===== src/pbcs_pkg.sv =====
package pbcs_pkg;

  localparam int MaxEntry   = 63;
  localparam int NumRecords = MaxEntry + 1;
  localparam int RecBytes   = 24;
  localparam int RegBytes   = 9;
  localparam int NameStart  = 8;
  localparam int StoreBytes = NumRecords * RecBytes;
  localparam int AddrW      = $clog2(StoreBytes);
  localparam int RecW       = (NumRecords > 1) ? $clog2(NumRecords) : 1;
  localparam int IdxW       = $clog2(RecBytes);
  // The write position saturates one above the record length.
  localparam int PosW       = $clog2(RecBytes + 2);
  localparam int FifoDepth  = 2;

  localparam logic [7:0] BlankChar = 8'd32;
  localparam logic [7:0] StatusOk  = 8'h84;
  localparam logic [7:0] StatusErr = 8'hC4;
  localparam logic [7:0] TopBit    = 8'h80;
  localparam logic [7:0] EraseByte = 8'hFF;

  typedef enum logic [2:0] {
    CMD_READ_RECORD  = 3'd0,
    CMD_WRITE_RECORD = 3'd1,
    CMD_READ_REG     = 3'd2,
    CMD_ADD_CHARGE   = 3'd3
  } cmd_e;

  typedef enum logic [1:0] {
    OP_READ,
    OP_COMMIT,
    OP_REGS,
    OP_STATUS
  } op_kind_e;

  typedef enum logic [3:0] {
    B_CLEAR,
    B_IDLE,
    B_RD_REQ,
    B_RD_DATA,
    B_CP_WRITE,
    B_HDR_REQ,
    B_HDR_DATA,
    B_REG_EMIT,
    B_STATUS
  } back_state_e;

  typedef struct packed {
    op_kind_e              kind;
    logic [RecW-1:0]       record;
    logic                  ok;
    logic                  blank;
  } op_t;

  typedef struct packed {
    logic clearing;
    logic commit_done;
  } back_status_t;

endpackage


===== src/pbcs_fifo.sv =====
module pbcs_fifo (
  input  logic             clk_i,
  input  logic             rst_ni,
  input  logic             push_i,
  input  pbcs_pkg::op_t    op_i,
  output logic             full_o,
  input  logic             pop_i,
  output logic             empty_o,
  output pbcs_pkg::op_t    op_o
);

  localparam int PtrW = (pbcs_pkg::FifoDepth > 1) ? $clog2(pbcs_pkg::FifoDepth) : 1;
  localparam int CntW = $clog2(pbcs_pkg::FifoDepth + 1);

  pbcs_pkg::op_t   mem_q [pbcs_pkg::FifoDepth];
  logic [PtrW-1:0] wr_ptr_q, wr_ptr_d;
  logic [PtrW-1:0] rd_ptr_q, rd_ptr_d;
  logic [CntW-1:0] count_q, count_d;

  assign full_o  = (count_q == CntW'(pbcs_pkg::FifoDepth));
  assign empty_o = (count_q == '0);
  assign op_o    = mem_q[rd_ptr_q];

  always_comb begin
    wr_ptr_d = wr_ptr_q;
    rd_ptr_d = rd_ptr_q;
    count_d  = count_q;
    if (push_i) begin
      wr_ptr_d = (wr_ptr_q == PtrW'(pbcs_pkg::FifoDepth - 1)) ? '0 : wr_ptr_q + 1'b1;
    end
    if (pop_i) begin
      rd_ptr_d = (rd_ptr_q == PtrW'(pbcs_pkg::FifoDepth - 1)) ? '0 : rd_ptr_q + 1'b1;
    end
    if (push_i && !pop_i) begin
      count_d = count_q + 1'b1;
    end else if (pop_i && !push_i) begin
      count_d = count_q - 1'b1;
    end
  end

  always_ff @(posedge clk_i or negedge rst_ni) begin
    if (!rst_ni) begin
      wr_ptr_q <= '0;
      rd_ptr_q <= '0;
      count_q  <= '0;
    end else begin
      wr_ptr_q <= wr_ptr_d;
      rd_ptr_q <= rd_ptr_d;
      count_q  <= count_d;
    end
  end

  always_ff @(posedge clk_i) begin
    if (push_i) begin
      mem_q[wr_ptr_q] <= op_i;
    end
  end

  overflow_a: assert property (@(posedge clk_i) disable iff (!rst_ni)
    (push_i && !pop_i) |-> !full_o)
    else $error("command queue overflow");

  underflow_a: assert property (@(posedge clk_i) disable iff (!rst_ni)
    pop_i |-> !empty_o)
    else $error("command queue underflow");

endmodule


===== config.mk =====
export PLATFORM = sky130hd
export DESIGN_NAME = pbcs_fifo
export DESIGN_NICKNAME = d
export VERILOG_FILES = /design/src/pbcs_pkg.sv /design/src/pbcs_fifo.sv
export SDC_FILE = /design/constraint.sdc
export NUM_CORES = 1
export LEC_CHECK = 0
export ABC_AREA = 0
export BUFFER_PORTS_ARGS = -buffer_cell sky130_fd_sc_hd__buf_2
export CAP_MARGIN = 20
export CORE_ASPECT_RATIO = 0.7
export CORE_MARGIN = 1.5
export CORE_UTILIZATION = 45
export DETAILED_ROUTE_END_ITERATION = 7
export HOLD_SLACK_MARGIN = 0.1
export PLACE_DENSITY = 0.7
export SLEW_MARGIN = 10
export SYNTH_ARGS = -nofsm -noshare
export SYNTH_HDL_FRONTEND = slang
export SYNTH_SLANG_ARGS = --single-unit
export TNS_END_PERCENT = 10

===== constraint.sdc =====
create_clock -name clk_i -period 1.8 [get_ports clk_i]
set_clock_uncertainty 0.1 [all_clocks]
set_input_delay 0.27 -clock clk_i [delete_from_list [all_inputs] [get_ports clk_i]]
set_output_delay 0.27 -clock clk_i [all_outputs]
set_load 0.005 [all_outputs]

# Yosys cells after proc, flatten, opt, wreduce, memory -nomap -nowiden
# Memories as Yosys holds them, arrays and structs flattened.
# Index checks and enable logic that the tools add are counted.
# word_totals
output_inout_bits	12
input_bits	14
regBits	4
memories	1
elab_cells	21
mem_bits_rw	20
# op_classes
add_sub_neg	4
muxes	6
eq_ne	1
reduce_logical	6
# mem_list
name	depth	word_bits	rd	rd_ports_with_merged_regs	wr	line	rtl
mem_q	2	10	1	0	1	pbcs_fifo.sv:15	pbcs_pkg::op_t mem_q [pbcs_pkg::FifoDepth];
# ops
operator	n
$mux 1	4
$mux 2	2
$add 1x1->1 const B	2
$add 2x1->2 const B	1
$eq 2x2->1 const B	1
$logic_and 1x1->1	2
$logic_not 1->1	2
$logic_not 2->1	1
$reduce_bool 2->1	1
$sub 2x1->2 const B	1

# Longest topological paths before layout
# Gate-level depths: netlist of the first run.
# logic_depth
word_depth	4
mapped_depth	5
ltp_nobuf	5

# Worst setup path after synthesis of the first run
# No wires, ideal clock.
# synth_path
path_type	register to register
from	reg wr_ptr_q
to	mem mem_q[0][0] (netlist name), enable pin
arrival_time_ps	876
setup_slack_ps	447
stages_incl_launch_ff	2
t_required_ps	1323
n_path_buf	0
cell_sequence	dfrtp_1 nor2b_1
# synth_rtl
item	line	rtl
start: declaration	pbcs_fifo.sv:16	logic [PtrW-1:0] wr_ptr_q, wr_ptr_d;
start signal: assignment	pbcs_fifo.sv:47	wr_ptr_q <= wr_ptr_d;
end: declaration	pbcs_fifo.sv:15	
# No word-level cell before the write port.

==> impl_metrics.csv, run 1 <==
group,metric,value,unit
power,peakVddDrop,0.759,mV
logic_synthesis,syn_inst,47,
routing,wl,1690,um
routing,drc,4,
finish,final_nets,108,
power,leakagePower,0.550,nW
sta,max_freq,0.597,GHz
grt,grt_use_met1,0.150,
floorplan,die_h,41.4,um
clocking,cts_made_buffers,3,
routing,drtIter0Drc,9,
finish,finalNonFillerCells,114,
worst_setup_path,worstPathCellList,"buf_4, mux2_2, buf_2",
finish,multi_input_area,231,um2
sta,hold_ws,209,ps
sta,final-setup-viol-count,0,
logic_synthesis,avgSynthCellArea,20.2,um2
power,powerDensity,1270,nW/um2
finish,register_area,701,um2
place,portBuffers,25,
clocking,clk_latency,310,ps
finish,final_util,0.664,
clocking,cts_tree,"built",
logic_synthesis,synthAdderAreaFrac,0.0132,
grt,gr-usage-met3,0.0710,
worst_setup_path,cp_max_fo,6,
logic_synthesis,synth_top_family_by_area,"multiplexers",
logic_synthesis,synth_top_area_cell,"edfxtp_1",
sta,relSlewSlack,0.651,
finish,antenna_cells,0,
grt,grt_max_degree,14,
run_status,status,"complete, but fails checks",
grt,grt_pass1_wl,2460,um
routing,drt-pass1-iter-count,5,
worst_setup_path,end_kind,"output pin",
logic_synthesis,synth.area.mux_share,0.155,
floorplan,dieArea,2390,um2
logic_synthesis,ys_warn_count,0,
grt,grtUsageMet2,0.332,
floorplan,die_width,57.8,um
logic_synthesis,seq_area_frac_synth,0.740,
place,placed_cells,97,
run,drv_cap,0,
logic_synthesis,yosys.area_share.simple,0.0304,
sta,fin_tns_setup,0,ps
logic_synthesis,synth_top_area_frac,0.634,
clocking,cts.sink_count,24,
worst_setup_path,critPathTopFamily,"flip-flops",
logic_synthesis,yosys-top-cells-area,"edfxtp_1 (63%), mux2_4 (14%), dfrtp_1 (11%), xor2_1 (3.7%), ha_1 (1.3%)",
clocking,clkTransAtPathRegs,120,ps
logic_synthesis,synth_compound_area_frac,0,
clocking,cts.htree.levels,1,
clocking,root_buffer,"clkbuf_4",
routing,wire_per_inst,14.8,um
clocking,post_cts_buffers,0,
worst_setup_path,worstSetupStartpointType,"flop",
routing,avgViaCountPerCell,4.75,
routing,ant_nets,0,
sta,hold_viol,0,
finish,layout_common_cells,"buf_2 (25), edfxtp_1 (20), dlygate4sd3_1 (13), mux2_4 (9)",
worst_setup_path,critical_path_class,"reg2out",
sta,grt_setup_unrepaired,"false",
grt,grt_use_total,0.161,
floorplan,rows,13,
grt,grt_busiest_layer,"met2",
floorplan,ios,26,
sta,slew_violations,0,
worst_setup_path,cp.required,1430,ps
grt,overflow,0,
logic_synthesis,synth_seq_cells,24,
power,total_power,1.62,mW
logic_synthesis,syn-cell-area,947,um2
sta,timing.final.crit_share,0.931,
worst_setup_path,path_buf_inv,2,
logic_synthesis,synth-xor-area-share,0.0462,
floorplan,fp.coreArea,1920,um2
floorplan,start_util,0.493,
logic_synthesis,syn_nets,62,
worst_setup_path,crit_path_top_delay_cell,"dfrtp_1",
place,gp_congestion,0.591,
finish,n_fill_cell,143,
finish,drive_above_1_share,0.467,
logic_synthesis,synth_cell_types,13,
clocking,clk_path_buf_depth,2,
grt,antenna_found_initial,0,
sta,min_period,1680,ps
hold_path,worstHoldPathType,"in2async",
place,dp_hpwl,1030,um
worst_setup_path,cp.arrival,1310,ps
worst_setup_path,cpPeakStageDelay,370,ps
finish,final_common_cell,"buf_2",
routing,detailroute.via_count,541,
grt,grt_pass1_vias,534,
run_status,violations,"DRC",
finish,syn_to_final_growth,34.6,%
sta,worstMarginPinSlew,523,ps
Yosys cell counts:
| cell | n |
|---|---|
| inv_1 | 1 |
| and2_1 | 1 |
| mux2_2 | 1 |
| buf_6 | 1 |
| mux2_4 | 9 |
| ha_1 | 1 |
| nor2b_1 | 1 |
| dfrtp_1 | 4 |
| and2b_2 | 1 |
| xnor2_1 | 1 |
| edfxtp_1 | 20 |
| nor2_1 | 2 |
| xor2_1 | 4 |
layer usage:
layer | share of wire | wire, um
met5 | 0 | 0
met4 | 0.0059 | 10
met2 | 0.55 | 936
met3 | 0.067 | 113
met1 | 0.37 | 629
area by class of cell:
class | count | area share
tap | 22 | 0.0216
clock buffer | 3 | 0.0177
inverter | 1 | 0.00294
timing repair buffer | 42 | 0.224
clock inverter | 1 | 0.00294
sequential | 24 | 0.550
multi-input combinational | 21 | 0.182
registers in the layout, indices dropped and copies added (netlist names):
| name | flops |
|---|---|
| mem_q | 20 |
| rd_ptr_q | 1 |
| count_q | 2 |
| wr_ptr_q | 1 |
stage by stage:
| stage | setup slack, ps | area, um2 |
|---|---|---|
| 2_1_floorplan | 447 | 947 |
| 3_3_place_gp | 483 | 1120 |
| 3_5_place_dp | 468 | 1120 |
| 4_1_cts | 101 | 1270 |
| 5_1_grt | 59.0 | 1270 |
| 6_report | 124 | 1270 |
timing repair:
| item | 4_1_cts | 5_1_grt |
|---|---|---|
| gates resized for setup | 0 | 0 |
| hold buffers | 13 | 0 |
| endpoints found under the setup margin | 0 | 0 |
| endpoints found under the hold margin | 26 | 0 |
power breakdown:
group	switching, mW	total (mW)	internal [mW]	leakage (nW)
logic	0.236	0.584	0.348	0.300
registers	0.0616	0.813	0.752	0.234
clock network	0.145	0.226	0.0809	0.0154
path summary, 6_finish.rpt:
path | cells after the start | start | slack (ps) | endpoint
setup / recovery | 3 | rd_ptr_q$_DFFE_PN0P_ | 120 | op_o[5]
hold / removal | 2 | rst_ni | 210 | wr_ptr_q$_DFFE_PN0P_
setup reg to reg | 1 | wr_ptr_q$_DFFE_PN0P_ | 470 | mem_q[1][6]$_DFFE_PP_
max in group asynchronous | 2 | rst_ni | 1270 | rd_ptr_q$_DFFE_PN0P_
hold reg to reg | 1 | count_q[1]$_DFFE_PN0P_ | 400 | count_q[1]$_DFFE_PN0P_
min in group clk_i | 1 | count_q[1]$_DFFE_PN0P_ | 400 | count_q[1]$_DFFE_PN0P_
cells by family after synthesis:
logic type               after synthesis
XOR/XNOR                               5
adder cells (fa/ha/maj)                1
buffers and inverters                  2
flip-flops                            24
multiplexers                          10
AND/OR/NAND/NOR                        5
(Power assumes the default switching activity.)
==> run 2, diff against run 1 <==
--- a/config.mk
+++ b/config.mk
@@ -9,7 +9,6 @@
 export BUFFER_PORTS_ARGS = -buffer_cell sky130_fd_sc_hd__buf_2
 export CAP_MARGIN = 20
 export CORE_ASPECT_RATIO = 0.7
-export CORE_MARGIN = 1.5
 export CORE_UTILIZATION = 45
 export DETAILED_ROUTE_END_ITERATION = 7
 export HOLD_SLACK_MARGIN = 0.1
==> impl_metrics.csv, run 2 (same netlist as run 1, synthesis figures left out) <==
group,metric,value,unit
floorplan,rows,13,
worst_setup_path,end_kind,"output pin",
clocking,clk_path_buf_depth,2,
worst_setup_path,worstPathCellList,"buf_4, mux2_4, buf_2",
floorplan,start_util,0.493,
sta,min_period,1660,ps
worst_setup_path,cp_max_fo,6,
place,pre_cts_slack,478,ps
floorplan,fp.coreArea,1920,um2
finish,largest_reg_flops,20,
routing,detailroute.via_count,529,
sta,slew_violations,0,
run_status,status,"complete, but fails checks",
power,peakVddDrop,0.730,mV
routing,avgViaCountPerCell,4.68,
routing,drc,6,
sta,timing.final.crit_share,0.925,
clocking,cts.sink_count,24,
grt,grt_max_degree,15,
place,place_area,1110,um2
sta,grt_setup_unrepaired,"false",
worst_setup_path,cp.arrival,1290,ps
grt,antenna_found_initial,0,
power,total_power,1.74,mW
worst_setup_path,critical_path_class,"reg2out",
grt,overflow,0,
finish,antenna_cells,0,
place,portBuffers,25,
clocking,cts_resized,0,
finish,syn_to_final_growth,36.6,%
sta,worstMarginPinSlew,457,ps
floorplan,die_h,40.4,um
power,leakagePower,0.557,nW
finish,regMostFlops,"mem_q",
finish,final_area,1290,um2
floorplan,die_width,56.8,um
routing,ant_nets,0,
routing,wl,1330,um
worst_setup_path,cpPeakStageDelay,400,ps
finish,final_nets,107,
place,dp_hpwl,947,um
finish,layout_common_cells,"buf_2 (25), edfxtp_1 (20), dlygate4sd3_1 (13), mux2_4 (9)",
sta,max_freq,0.601,GHz
clocking,clkTransAtPathRegs,130,ps
run_status,violations,"DRC",
finish,n_fill_cell,142,
grt,grt_pass1_wl,2190,um
clocking,cts_made_buffers,3,
hold_path,worstHoldPathType,"in2async",
finish,drive_above_1_share,0.473,
finish,final_util,0.674,
grt,grt_use_total,0.142,
sta,final-setup-viol-count,0,
place,gp_congestion,0.608,
finish,top_regs,"mem_q (20), count_q (2)",
routing,drt-pass1-iter-count,5,
clocking,cts.htree.levels,1,
sta,worst_slack,136,ps
sta,fin_tns_setup,0,ps
worst_setup_path,cp.required,1430,ps
finish,final_common_cell,"buf_2",
clocking,root_buffer,"clkbuf_4",
grt,grt_pass1_vias,539,
routing,wire_per_inst,11.7,um
power,powerDensity,1350,nW/um2
clocking,clk_latency,310,ps
clocking,cts_tree,"built",
sta,relSlewSlack,0.695,
floorplan,dieArea,2300,um2
worst_setup_path,worstSetupStartpointType,"flop",
worst_setup_path,crit_path_top_delay_cell,"dfrtp_1",
run,drv_cap,0,
routing,drtIter0Drc,12,
floorplan,ios,26,
sta,hold_viol,0,
## run 2: changes by cell type in the layout (fill, tap and decap cells not counted)
cell       previous run  this run
buf_4                 4         3
bufinv_16             0         1
clkinv_1              1         0
## run 2: what timing repair did
item                      CTS  global route
hold endpoints to repair   26             0
setup buffers               0             0
hold buffers               13             0
## run 2: layout make-up
class	instances	area, um2	share of cell area
clock buffer	3	22.5	0.0174
clock inverter	1	30.0	0.0232
inverter	1	3.75	0.00290
multi-input combinational	21	231	0.179
sequential	24	701	0.542
tap	22	27.5	0.0213
timing repair buffer	41	278	0.215
## run 2: path summary, 6_finish.rpt
| kind | from | endpoint | slack, ps | depth (start not counted) |
|---|---|---|---|---|
| min reg2reg | count_q[1]$_DFFE_PN0P_ | count_q[1]$_DFFE_PN0P_ | 390 | 1 |
| max | rd_ptr_q$_DFFE_PN0P_ | op_o[1] | 140 | 3 |
| min | rst_ni | wr_ptr_q$_DFFE_PN0P_ | 170 | 2 |
| max reg2reg | wr_ptr_q$_DFFE_PN0P_ | mem_q[1][4]$_DFFE_PP_ | 510 | 1 |
| min in group clk_i | count_q[1]$_DFFE_PN0P_ | count_q[1]$_DFFE_PN0P_ | 390 | 1 |
| max in group asynchronous | rst_ni | count_q[1]$_DFFE_PN0P_ | 1300 | 2 |
## run 2: metal layers
metal,vias to the layer above,routed length (um),GRT usage
li1,262,-,-
met1,249,572,0.148
met2,18,660,0.256
met3,0,93,0.0742
met4,0,0,0.0549
met5,-,0,0
## run 2: critical path: cells and delay by family, from the launching register on
family | cells | cell delay, ps
multiplexers | 1 | 290
buffers and inverters | 2 | 300
flip-flops | 1 | 400
## run 2: report_power, final
group          switching [mW]  total, mW  internal [mW]  leakage [nW]
clock                   0.147      0.372          0.225        0.0279
combinational           0.220      0.561          0.340         0.295
sequential             0.0595      0.811          0.751         0.234
total                   0.427       1.74           1.32         0.557
## run 2: through the flow
step	hold slack, ps	cells
after floorplan	-126	47
after global placement	-16.6	96
after detailed placement	-17.9	96
after CTS	161	113
after global routing	181	113
final	168	113
