===== config.mk =====
export PLATFORM = sky130hd
export DESIGN_NAME = pbcs_front
export DESIGN_NICKNAME = d
export VERILOG_FILES = /design/src/pbcs_pkg.sv /design/src/pbcs_front.sv
export SDC_FILE = /design/constraint.sdc
export NUM_CORES = 1
export LEC_CHECK = 0
export ABC_CLOCK_PERIOD_IN_PS = 2700
export BUFFER_PORTS_ARGS = -buffer_cell sky130_fd_sc_hd__buf_2
export CAP_MARGIN = 20
export CORE_MARGIN = 2
export CORE_UTILIZATION = 30
export CTS_CLUSTER_SIZE = 20
export DETAILED_ROUTE_END_ITERATION = 12
export SLEW_MARGIN = 20
export SYNTH_ARGS = -nofsm -noshare
export SYNTH_HDL_FRONTEND = slang
export SYNTH_SLANG_ARGS = --single-unit

===== constraint.sdc =====
create_clock -name clk_i -period 2.7 [get_ports clk_i]
set_input_delay 0.405 -clock clk_i [delete_from_list [all_inputs] [get_ports clk_i]]
set_output_delay 0.405 -clock clk_i [all_outputs]
set_load 0.05 [all_outputs]

===== src/pbcs_pkg.sv =====
package pbcs_pkg;

  localparam int MaxEntry   = 63;
  localparam int NumRecords = MaxEntry + 1;
  localparam int RecBytes   = 24;
  localparam int RegBytes   = 9;
  localparam int NameStart  = 8;
  localparam int StoreBytes = NumRecords * RecBytes;
  localparam int AddrW      = $clog2(StoreBytes);
  localparam int RecW       = (NumRecords > 1) ? $clog2(NumRecords) : 1;
  localparam int IdxW       = $clog2(RecBytes);
  // The write position saturates one above the record length.
  localparam int PosW       = $clog2(RecBytes + 2);
  localparam int FifoDepth  = 2;

  localparam logic [7:0] BlankChar = 8'd32;
  localparam logic [7:0] StatusOk  = 8'h84;
  localparam logic [7:0] StatusErr = 8'hC4;
  localparam logic [7:0] TopBit    = 8'h80;
  localparam logic [7:0] EraseByte = 8'hFF;

  typedef enum logic [2:0] {
    CMD_READ_RECORD  = 3'd0,
    CMD_WRITE_RECORD = 3'd1,
    CMD_READ_REG     = 3'd2,
    CMD_ADD_CHARGE   = 3'd3
  } cmd_e;

  typedef enum logic [1:0] {
    OP_READ,
    OP_COMMIT,
    OP_REGS,
    OP_STATUS
  } op_kind_e;

  typedef enum logic [3:0] {
    B_CLEAR,
    B_IDLE,
    B_RD_REQ,
    B_RD_DATA,
    B_CP_WRITE,
    B_HDR_REQ,
    B_HDR_DATA,
    B_REG_EMIT,
    B_STATUS
  } back_state_e;

  typedef struct packed {
    op_kind_e              kind;
    logic [RecW-1:0]       record;
    logic                  ok;
    logic                  blank;
  } op_t;

  typedef struct packed {
    logic clearing;
    logic commit_done;
  } back_status_t;

endpackage


===== src/pbcs_front.sv =====
module pbcs_front (
  input  logic                        clk_i,
  input  logic                        rst_ni,
  input  logic                        in_valid_i,
  output logic                        in_ready_o,
  input  logic [2:0]                  cmd_i,
  input  logic [7:0]                  record_i,
  input  logic [7:0]                  data_byte_i,
  input  logic                        last_i,
  output logic                        push_o,
  output pbcs_pkg::op_t               op_o,
  input  logic                        fifo_full_i,
  input  pbcs_pkg::back_status_t      back_st_i,
  input  logic [pbcs_pkg::IdxW-1:0]   stg_idx_i,
  output logic [7:0]                  stg_data_o
);

  logic [7:0]                staging_q [pbcs_pkg::RecBytes];
  logic [pbcs_pkg::PosW-1:0] wpos_q, wpos_d;
  logic [pbcs_pkg::PosW-1:0] wpos_inc;
  logic                      pend_commit_q, pend_commit_d;
  logic                      accept;
  logic                      stg_we;
  logic                      rec_high;

  assign in_ready_o = !fifo_full_i && !pend_commit_q && !back_st_i.clearing;
  assign accept     = in_valid_i && in_ready_o;
  assign rec_high   = (record_i > 8'(pbcs_pkg::MaxEntry));
  assign stg_data_o = staging_q[stg_idx_i];
  assign wpos_inc   = (wpos_q < pbcs_pkg::PosW'(pbcs_pkg::RecBytes + 1)) ?
                      wpos_q + 1'b1 : wpos_q;

  always_comb begin
    wpos_d      = wpos_q;
    stg_we      = 1'b0;
    push_o      = 1'b0;
    op_o.kind   = pbcs_pkg::OP_STATUS;
    op_o.record = record_i[pbcs_pkg::RecW-1:0];
    op_o.ok     = 1'b1;
    op_o.blank  = 1'b0;
    if (accept) begin
      if (cmd_i == pbcs_pkg::CMD_WRITE_RECORD) begin
        stg_we = (wpos_q < pbcs_pkg::PosW'(pbcs_pkg::RecBytes));
        wpos_d = wpos_inc;
        if (last_i) begin
          wpos_d = '0;
          push_o = 1'b1;
          if ((wpos_inc != pbcs_pkg::PosW'(pbcs_pkg::RecBytes)) || rec_high) begin
            op_o.ok = 1'b0;
          end else begin
            // A complete record always has its name byte staged already.
            op_o.kind  = pbcs_pkg::OP_COMMIT;
            op_o.blank = (staging_q[pbcs_pkg::NameStart] == pbcs_pkg::BlankChar);
          end
        end
      end else begin
        wpos_d = '0;
        push_o = 1'b1;
        case (pbcs_pkg::cmd_e'(cmd_i))
          pbcs_pkg::CMD_READ_RECORD: begin
            if (rec_high) begin
              op_o.ok = 1'b0;
            end else begin
              op_o.kind = pbcs_pkg::OP_READ;
            end
          end
          pbcs_pkg::CMD_READ_REG: begin
            op_o.kind = pbcs_pkg::OP_REGS;
          end
          pbcs_pkg::CMD_ADD_CHARGE: begin
            op_o.ok = 1'b1;
          end
          default: begin
            op_o.ok = 1'b0;
          end
        endcase
      end
    end
  end

  always_comb begin
    pend_commit_d = pend_commit_q;
    if (push_o && op_o.kind == pbcs_pkg::OP_COMMIT) begin
      pend_commit_d = 1'b1;
    end else if (back_st_i.commit_done) begin
      pend_commit_d = 1'b0;
    end
  end

  always_ff @(posedge clk_i or negedge rst_ni) begin
    if (!rst_ni) begin
      wpos_q        <= '0;
      pend_commit_q <= 1'b0;
    end else begin
      wpos_q        <= wpos_d;
      pend_commit_q <= pend_commit_d;
    end
  end

  always_ff @(posedge clk_i) begin
    if (stg_we) begin
      staging_q[wpos_q[pbcs_pkg::IdxW-1:0]] <= data_byte_i;
    end
  end

  staging_guard_a: assert property (@(posedge clk_i) disable iff (!rst_ni)
    pend_commit_q |-> !stg_we)
    else $error("staging written while a commit is outstanding");

endmodule


-- Yosys cells after proc, flatten, opt, wreduce, memory -nomap -nowiden
Memories as Yosys holds them, arrays and structs flattened.
Index checks and enable logic that the tools add are counted.
- add/sub/neg operators: 1
- $lt $le $gt $ge: 3
- eq/ne operators: 6
- multiplexer cells: 26
- reductions and logical operators: 11
- operators with widths (cell ; count):
    5-bit 2-to-1 mux ; 3
    1-bit 2-to-1 mux ; 14
    2-bit 2-to-1 mux ; 7
    5-bit < comparator, second input constant ; 2
    8-bit by 6-bit equality test with 1-bit output, second input constant ; 1
    8-bit by 6-bit greater-than comparator with 1-bit output, second input constant ; 1
    3-bit by 2-bit equality test with 1-bit output, second input constant ; 2
    5-bit by 1-bit adder with 5-bit output, second input constant ; 1
    5-bit != test, second input constant ; 1
    1-bit logical AND ; 4
    2-bit case mux with 2 select lines ; 1
    3-bit by 1-bit equality test with 1-bit output, second input constant ; 1
    1-bit zero test ; 3
    3-bit zero test ; 1
    2-bit by 1-bit equality test with 1-bit output, second input constant ; 1
    1-bit case mux with 2 select lines ; 1
    2-bit nonzero test ; 1
    2-bit OR reduction ; 1
    1-bit logical OR ; 1
- register bits after elaboration: 6
- memory bits (writable): 192
- input bits: 31
- output and inout port bits: 20
- logic and storage cells: 50
- memories: 1
- memory list (memory ; words ; bits a word ; rd ports ; clocked after Yosys merged registers in ; wr ports ; line ; RTL):
    staging_q ; 24 ; 8 ; 2 ; 0 ; 1 ; pbcs_front.sv:18 ; logic [7:0] staging_q [pbcs_pkg::RecBytes];

-- Longest topological paths before layout
Gate-level depths: netlist of run 1.
- depth in word-level cells: 11
- depth in mapped cells: 7
- gate-level depth less buffers: 6

-- Worst setup path before layout of run 1
No wires, ideal clock.
- path kind: reg2out
- start: reg wpos_q[1] in the netlist's numbering
- end: out op_o[0] in the netlist's numbering
- arrival: 2.749 ns
- required time: 2.295 ns
- setup slack: -0.454 ns
- stages on the path, launching flop included: 8
- path buffers: 1
- path through: dfrtp_1 clkbuf_1 inv_1 ha_1 or3b_1 a21oi_1 o2111ai_1 nor3_1
- RTL lines (element ; line ; RTL):
    from (decl) ; pbcs_front.sv:19 ; logic [pbcs_pkg::PosW-1:0] wpos_q, wpos_d;
    from (signal assigned) ; pbcs_front.sv:95 ; wpos_q <= wpos_d;
    to (decl) ; pbcs_front.sv:11 ; output pbcs_pkg::op_t op_o,

==> impl_metrics.json, run 1 <==
{
  "status": "finished clean",
  "synth_most_common_cell": "edfxtp_1",
  "nets": 521,
  "cp.required_ps": 2300,
  "fin_crit_ps": 2680,
  "multi_input_area_um2": 2080,
  "worstPathCellList": "inv_2 -> ha_4 -> or3b_4 -> a21oi_4 -> o2111ai_4 -> nor3_2 -> buf_6",
  "cts_max_level": 4,
  "grt_overflow": 0,
  "clock_path_buffers": 2,
  "cts.sinks": 198,
  "dr.pass1.iters": 4,
  "crit_buf_inv": 2,
  "grt_pass1_wl_um": 26300,
  "syn_inst": 414,
  "fmax_ghz": 0.373,
  "antennaDiodeCount": 0,
  "p_comb_share_pct": 6.1,
  "path_delay_family": "simple AND/OR/NAND/NOR gates",
  "place_hpwl_um": 11700,
  "finalCritPeriodShare_pct": 99.3,
  "slew_viol_final": 0,
  "synth_edf_count": 192,
  "criticalPathCategory": "reg2out",
  "pre_cts_slack_ps": 78.3,
  "setup-violations-final": 0,
  "powerDensity_nw_per_um2": 653,
  "clk_pin_slew_ps": 70,
  "place.gp.congestion": 0.780,
  "detailroute.via_count": 4088,
  "switching_share_pct": 20.9,
  "finClkSkew_ps": 8.56,
  "netlist_area_um2": 8080,
  "hold_path_class": "in2reg",
  "dieArea_um2": 28300,
  "fillers": 2487,
  "synth.avg_cell_area_um2": 19.5,
  "synth_ff_type": "edfxtp_1",
  "drt_iter0_markers": 407,
  "start_kind": "register",
  "fp.dieH_um": 168,
  "cts_tree": "built",
  "dp_cells": 803,
  "end_kind": "output port",
  "p_leak_nw": 3.09,
  "max-slew-margin-rel_pct": 44.0,
  "grt_max_degree": 25,
  "tightest_slew_ps": 833,
  "r2r_slack_ps": 440,
  "portBuffers": 38,
  "wire_per_inst_um": 20.6,
  "synth-seq-cells": 198,
  "finalSetupTns_ps": 0,
  "max_stage_delay_ps": 410,
  "cts_root_buf": "clkbuf_16",
  "area_growth_pct": 18.8,
  "routed_wl_um": 17300,
  "synthArstFlopShare_pct": 3.03,
  "netlist.area_leader.share_pct": 71.4,
  "crit_fanout": 4,
  "die_x_um": 168,
  "grt_pass1_vias": 4239,
  "layout_setup_ws_ps": 19.5,
  "holdWs_ps": 166,
  "critical_path.slowest_cell": "or3b_4",
  "cts_made_buffers": 17,
  "antenna_found_initial": 0,
  "post_drt_via_cell_ratio": 4.87,
  "maxCapViolations": 0,
  "synth_warnings": 0,
  "seq_power_share_pct": 53.7,
  "track_usage_pct": 12.7,
  "synth.area.top_cells": "edfxtp_1 71%, mux4_2 13%, dfrtp_1 1.9%, nor2_1 1.6%, mux2_2 1.1%",
  "critPathArrivalTime_ps": 2280,
  "yosysSeqAreaShare_pct": 73.2,
  "start_util_pct": 30.2,
  "synth_largest_area_cell": "edfxtp_1",
  "p_clk_share_pct": 40.2,
  "coreArea_um2": 26700,
  "finalHoldViolCount": 0,
  "syn-num-nets": 449,
  "synthTopCellsByCount": "192 x edfxtp_1, 48 x mux4_2, 34 x nor2_1",
  "internal_power_mw": 4.96,
  "ios": 51,
  "rsz0062_at_grt": "yes",
  "p_sw_mw": 1.31,
  "power_mw": 6.27,
  "drc": 0,
  "clk_latency_ps": 430,
  "ant_nets": 0,
  "synthDistinctLibCells": 46,
  "row_count": 60,
  "drive_above_1_share_pct": 37.7,
  "vdd.ir_drop.worst_uv": 400,
  "regArea_um2": 5920,
  "final_cell_count_no_fill": 840
}
==> path summary, 6_finish.rpt <==
path,startpoint,endpoint,cells after the start
setup / recovery,wpos_q[1]$_DFFE_PN0P_,op_o[0],7
hold / removal,back_st_i[0],pend_commit_q$_DFFE_PN0P_,2
setup reg to reg,pend_commit_q$_DFFE_PN0P_,staging_q[21][1]$_DFFE_PP_,5
hold reg to reg,pend_commit_q$_DFFE_PN0P_,pend_commit_q$_DFFE_PN0P_,2
max in group asynchronous,rst_ni,wpos_q[2]$_DFFE_PN0P_,2
min in group asynchronous,rst_ni,wpos_q[4]$_DFFE_PN0P_,2
==> logic make-up (layout without fill, tap and decap cells) <==
group / count (synthesis) / count (layout) / synth area share [%]
compound gates: 42 / 42 / 3.50
fa+ha+maj: 4 / 4 / 0.620
buf+inv: 30 / 115 / 2.09
flops: 198 / 198 / 73.2
mux: 64 / 64 / 15.5
simple gates: 76 / 76 / 5.08
==> routing by layer <==
layer  global-route usage, %  up-vias  share of wire (%)
met5                       0        -                  0
met4                    3.11        0               0.90
met3                    3.08       13                5.6
met2                    20.8      108                 50
met1                    17.2     2132                 44
li1                        -     1835                  -
==> layout make-up <==
type                       instances  share of cell area [%]
clock buffer                      18                    4.47
tap                              341                    4.44
clock inverter                    14                    1.66
multi-input combinational        186                    21.7
timing repair buffer              80                    6.03
sequential                       198                    61.6
inverter                           3                   0.117
==> state kept, by name (all words and copies together) (netlist names) <==
| signal | count |
|---|---|
| pend_commit_q | 1 |
| staging_q | 192 |
| wpos_q | 5 |
==> layout by cell type (no fill, tap or decap), types with 2 or more instances in the layout <==
| cell | n |
|---|---|
| nand3b_1 | 2 |
| clkinvlp_4 | 2 |
| a2bb2oi_2 | 2 |
| and2_1 | 2 |
| edfxtp_1 | 192 |
| nor2_1 | 34 |
| mux4_2 | 48 |
| ha_1 | 2 |
| clkbuf_16 | 17 |
| buf_12 | 4 |
| clkinv_4 | 2 |
| nand2_1 | 8 |
| a41oi_1 | 2 |
| inv_2 | 2 |
| or3b_2 | 2 |
| a22o_1 | 8 |
| mux2_2 | 8 |
| buf_2 | 34 |
| a21oi_1 | 10 |
| buf_4 | 38 |
| buf_6 | 3 |
| nand2_2 | 4 |
| nor3_1 | 6 |
| nor3_4 | 2 |
| o21ai_1 | 9 |
| bufinv_16 | 3 |
| nand2b_1 | 4 |
| clkinv_2 | 4 |
| mux2i_1 | 8 |
| dfrtp_1 | 6 |
| clkinv_1 | 2 |
==> power groups by stage <==
stage | Sequential, mW | Clock [mW] | Combinational (mW)
2_1_floorplan | 3.44 | 0 | 0.247
3_3_place_gp | 3.44 | 0 | 0.367
3_5_place_dp | 3.44 | 0 | 0.379
4_1_cts | 3.37 | 2.59 | 0.386
5_1_grt | 3.37 | 2.71 | 0.409
6_report | 3.37 | 2.52 | 0.381
==> metrics by stage <==
stage	instance area, um^2	utilization (%)
6_report	9600	35.9
2_1_floorplan	8090	-
3_3_place_gp	8880	33.2
5_1_grt	9600	35.9
4_1_cts	9560	35.8
3_5_place_dp	8880	33.2
==> repair_timing <==
item                       4_1_cts  5_1_grt
hold buffers                     1        0
pin swaps                        4        6
hold endpoints to repair         6        0
gates resized for setup         15        4
setup buffers                    1        3
setup endpoints to repair        3        3
Note: power is estimated with default switching activity, not from simulation.
==> run 2: changes to the inputs <==
- PLACE_DENSITY_LB_ADDON: not set -> 0.3
==> run 2 against run 1 <==
Global-route usage hardly changed. Via count is 0.17% higher. Sequential share of layout area is 0.19 points higher. Clock power is 2% lower. Power is 0.97% lower. Worst setup slack better by 42 ps. First-iteration DRC count is 3.2% lower. Highest routed layer unchanged.
==> impl_metrics.json, run 2 (same netlist as run 1, synthesis figures left out) <==
{
  "status": "finished clean",
  "cts_made_buffers": 17,
  "power_mw": 6.21,
  "grt_max_degree": 25,
  "grt_overflow": 0,
  "ant_nets": 0,
  "crit_fanout": 12,
  "final_cell_mix": "192 x edfxtp_1, 48 x mux4_2, 39 x buf_4",
  "finalCritPeriodShare_pct": 97.7,
  "wire_per_inst_um": 20.8,
  "clk_latency_ps": 430,
  "rsz0062_at_grt": "yes",
  "grt_pass1_vias": 4333,
  "fin_crit_ps": 2640,
  "r2r_start": "pend_commit_q$_DFFE_PN0P_",
  "tightest_slew_ps": 553,
  "top_layer": "met4",
  "critPathArrivalTime_ps": 2230,
  "p_leak_nw": 3.07,
  "maxCapViolations": 0,
  "wl_met1_um": 7670,
  "finClkSkew_ps": 9.48,
  "finalSetupTns_ps": 0,
  "dr_wl_met2_um": 8730,
  "place.gp.congestion": 0.814,
  "largest_reg_flops": 192,
  "grt_pass1_wl_um": 26300,
  "cts_tree": "built",
  "cts_max_level": 4,
  "dieArea_um2": 28300,
  "drive_above_1_share_pct": 38.2,
  "worst-r2r-cell-count": 5,
  "slew_viol_final": 0,
  "ios": 51,
  "fillers": 2487,
  "fp.dieH_um": 168,
  "dr.pass1.iters": 5,
  "end_kind": "output port",
  "vdd.ir_drop.worst_uv": 439,
  "final_common_cell": "edfxtp_1",
  "clk_pin_slew_ps": 70,
  "start_kind": "register",
  "antennaDiodeCount": 0,
  "portBuffers": 38,
  "cts.sinks": 198,
  "fmax_ghz": 0.379,
  "r2r_slack_ps": 410,
  "powerDensity_nw_per_um2": 649,
  "track_usage_pct": 12.7,
  "max-slew-margin-rel_pct": 63.1,
  "timing.rr.end": "staging_q[16][6]$_DFFE_PP_",
  "die_x_um": 168,
  "start_util_pct": 30.2,
  "detailroute.via_count": 4095,
  "setup-violations-final": 0,
  "nets": 520,
  "finalHoldViolCount": 0,
  "critPathLaunch": "pend_commit_q$_DFFE_PN0P_",
  "row_count": 60,
  "criticalPathCategory": "reg2out",
  "place_hpwl_um": 11700,
  "antenna_found_initial": 0,
  "hold_path_class": "in2reg",
  "drt_iter0_markers": 394,
  "wl_met3_um": 596,
  "clock_path_buffers": 2,
  "coreArea_um2": 26700,
  "cts_root_buf": "clkbuf_16",
  "worstSetupEndpoint": "op_o[8]",
  "area_growth_pct": 18.4,
  "post_drt_via_cell_ratio": 4.88,
  "drc": 0,
  "routed_wl_um": 17500,
  "cp.required_ps": 2300
}
[run 2: area by class of cell]
class,instances,area [um^2],area share [%]
timing repair buffer,79,556,5.81
clock buffer,18,439,4.59
clock inverter,14,140,1.46
sequential,198,5920,61.8
multi-input combinational,186,2080,21.7
inverter,3,11.3,0.118
tap,341,427,4.46
[run 2: layer usage]
metal,vias up,global-route usage [%]
met4,0,5.43
met2,104,21.3
met3,24,2.28
met5,-,0
li1,1827,-
met1,2140,16.4
[run 2: worst min-delay path by stage]
stage | startpoint | end | depth (start not counted)
final | back_st_i[0] | pend_commit_q$_DFFE_PN0P_ | 2
after global routing | back_st_i[0] | pend_commit_q$_DFFE_PN0P_ | 2
after CTS | back_st_i[0] | pend_commit_q$_DFFE_PN0P_ | 2
after detailed placement | rst_ni | pend_commit_q$_DFFE_PN0P_ | 1
after global placement | rst_ni | pend_commit_q$_DFFE_PN0P_ | 1
after floorplan | rst_ni | pend_commit_q$_DFFE_PN0P_ | 0
[run 2: stage by stage]
| stage | cells | util [%] | hold WS [ps] | instance area, um^2 | setup slack, ps |
|---|---|---|---|---|---|
| after floorplan | 414 | - | 109 | 8090 | -78.1 |
| after global placement | 804 | 33.2 | 240 | 8870 | 114 |
| after detailed placement | 804 | 33.2 | 250 | 8870 | 95.6 |
| after CTS | 838 | 35.6 | 144 | 9520 | 4.31 |
| after global routing | 839 | 35.8 | 152 | 9570 | -26.9 |
| final | 839 | 35.8 | 161 | 9570 | 61.1 |
[run 2: timing repair]
action                                 4_1_cts  5_1_grt
resized for setup                           11        8
buffers inserted                             1        1
pin swaps                                    4        1
endpoints found under the hold margin        6        0
hold buffers                                 1        0
setup endpoints to repair                    3        5
[run 2: report_power, final]
part	switching [mW]	internal [mW]	total, mW
registers	0.000759	3.37	3.37
clock network	1.13	1.32	2.46
logic	0.241	0.144	0.385
[run 2: critical path, cell delays in order (launching register included)]
cell and delay, ps:
dfrtp_1 400, or4b_4 660, or4_4 510, buf_2 230
==> run 3: changes to the inputs <==
- CORE_MARGIN: 2 -> 4
==> run 3 against run 2 <==
Clock power up 4%. Count of clock-buffer cells in the layout increased by 1. Critical path depth up 4. Die area rose by 4.8%.
==> impl_metrics.json, run 3 (same netlist as run 1, synthesis figures left out) <==
{
  "post_drt_via_cell_ratio": 4.89,
  "p_comb_share_pct": 6.1,
  "clk_latency_ps": 430,
  "max-slew-margin-rel_pct": 46.9,
  "portBuffers": 38,
  "max_stage_delay_ps": 410,
  "antennaDiodeCount": 0,
  "seq_power_share_pct": 53.4,
  "finalHoldViolCount": 0,
  "clock_path_buffers": 2,
  "place.gp.congestion": 0.837,
  "p_clk_share_pct": 40.6,
  "nets": 520,
  "hold_path_class": "in2reg",
  "start_util_pct": 30.7,
  "fillers": 2432,
  "critical_path.slowest_cell": "or3b_4",
  "clk_pin_slew_ps": 70,
  "drc": 0,
  "cts_root_buf": "clkbuf_16",
  "cp.required_ps": 2300,
  "cts_max_level": 4,
  "ios": 51,
  "antenna_found_initial": 0,
  "fin_crit_ps": 2690,
  "critPathArrivalTime_ps": 2290,
  "p_leak_nw": 3.09,
  "maxCapViolations": 0,
  "holdWs_ps": 161,
  "criticalPathCategory": "reg2out",
  "p_sw_mw": 1.37,
  "multi_input_area_um2": 2070,
  "wire_per_inst_um": 21.1,
  "coreArea_um2": 26300,
  "ant_nets": 0,
  "drt_iter0_markers": 395,
  "end_kind": "output port",
  "switching_share_pct": 21.8,
  "dr.pass1.iters": 5,
  "grt_pass1_vias": 4277,
  "r2r_start": "pend_commit_q$_DFFE_PN0P_",
  "grt_overflow": 0,
  "setup-violations-final": 0,
  "final_cell_mix": "192 x edfxtp_1, 48 x mux4_2, 37 x buf_4",
  "grt_max_degree": 25,
  "finalCritPeriodShare_pct": 99.6,
  "min_from": "back_st_i[0]",
  "status": "finished clean",
  "worstPathCellList": "inv_2 -> ha_4 -> or3b_4 -> a21oi_4 -> o2111ai_4 -> nor3_2 -> buf_6",
  "row_count": 59,
  "critPathLaunch": "wpos_q[0]$_DFFE_PN0P_",
  "tightest_slew_ps": 790,
  "die_x_um": 172,
  "place_hpwl_um": 12100,
  "cts.sinks": 198,
  "final_common_cell": "edfxtp_1",
  "regArea_um2": 5920,
  "powerDensity_nw_per_um2": 657,
  "vdd.ir_drop.worst_uv": 437,
  "path_delay_family": "simple AND/OR/NAND/NOR gates",
  "finClkSkew_ps": 8.61,
  "internal_power_mw": 4.93,
  "track_usage_pct": 12.3,
  "fmax_ghz": 0.372,
  "fp.dieH_um": 172,
  "slew_viol_final": 0,
  "crit_buf_inv": 2,
  "area_growth_pct": 18.8,
  "cts_tree": "built",
  "rsz0062_at_grt": "yes",
  "start_kind": "register",
  "routed_wl_um": 17500,
  "crit_fanout": 4,
  "cts_made_buffers": 17,
  "dieArea_um2": 29600,
  "grt_pass1_wl_um": 26800,
  "fin_util_pct": 36.5,
  "largest_reg_flops": 192,
  "detailroute.via_count": 4072,
  "drive_above_1_share_pct": 38.0
}
==> run 3: metrics by stage <==
step	power (mW)	std cells	setup slack, ps	cell area (um^2)	setup TNS, ps
2_1_floorplan	3.68	414	-78.1	8090	-138
3_3_place_gp	3.81	798	89.4	8880	0
3_5_place_dp	3.82	798	85.0	8880	0
4_1_cts	6.36	832	19.7	9550	0
5_1_grt	6.52	833	-119	9600	-201
6_report	6.31	833	9.80	9600	0
==> run 3: area by class of cell <==
class / instances / share of cell area, %
clock buffer: 19 / 4.61
clock inverter: 13 / 1.71
inverter: 3 / 0.117
multi-input combinational: 186 / 21.6
sequential: 198 / 61.6
tap: 335 / 4.37
timing repair buffer: 79 / 5.96
==> run 3: repair_timing <==
action                     4_1_cts  5_1_grt
hold buffers                     1        0
hold endpoints to repair         6        0
buffers inserted                 1        1
gates cloned                     0        0
gates resized for setup         11        8
setup endpoints to repair        3        4
pin swaps                        3        2
==> run 3: worst paths after layout <==
path	end	slack [ps]	depth (start not counted)
worst max-delay path	op_o[0]	10	7
worst min-delay path	pend_commit_q$_DFFE_PN0P_	160	2
worst max register to register	staging_q[23][7]$_DFFE_PP_	460	5
worst min register to register	pend_commit_q$_DFFE_PN0P_	570	2
max in group asynchronous	wpos_q[3]$_DFFE_PN0P_	2200	2
min in group asynchronous	wpos_q[1]$_DFFE_PN0P_	330	2
==> run 3: power by group through the flow <==
stage,registers (mW),logic (mW),clock network (mW)
2_1_floorplan,3.44,0.247,0
3_3_place_gp,3.44,0.376,0
3_5_place_dp,3.44,0.381,0
4_1_cts,3.37,0.386,2.60
5_1_grt,3.37,0.408,2.75
6_report,3.37,0.382,2.56
==> run 3: worst reg2reg max path, stage by stage (launching register included) <==
cell and delay (ps):
dfrtp_1 400, or4b_4 660, nor3_4 360, nand2_2 190, nor2_1 140, buf_4 190
==> run 3: routing by layer <==
layer  wire [um]  global-route usage [%]
met5           0                       0
met1        7410                    15.9
met3         740                    2.67
met4         168                    3.04
met2        9230                    21.3
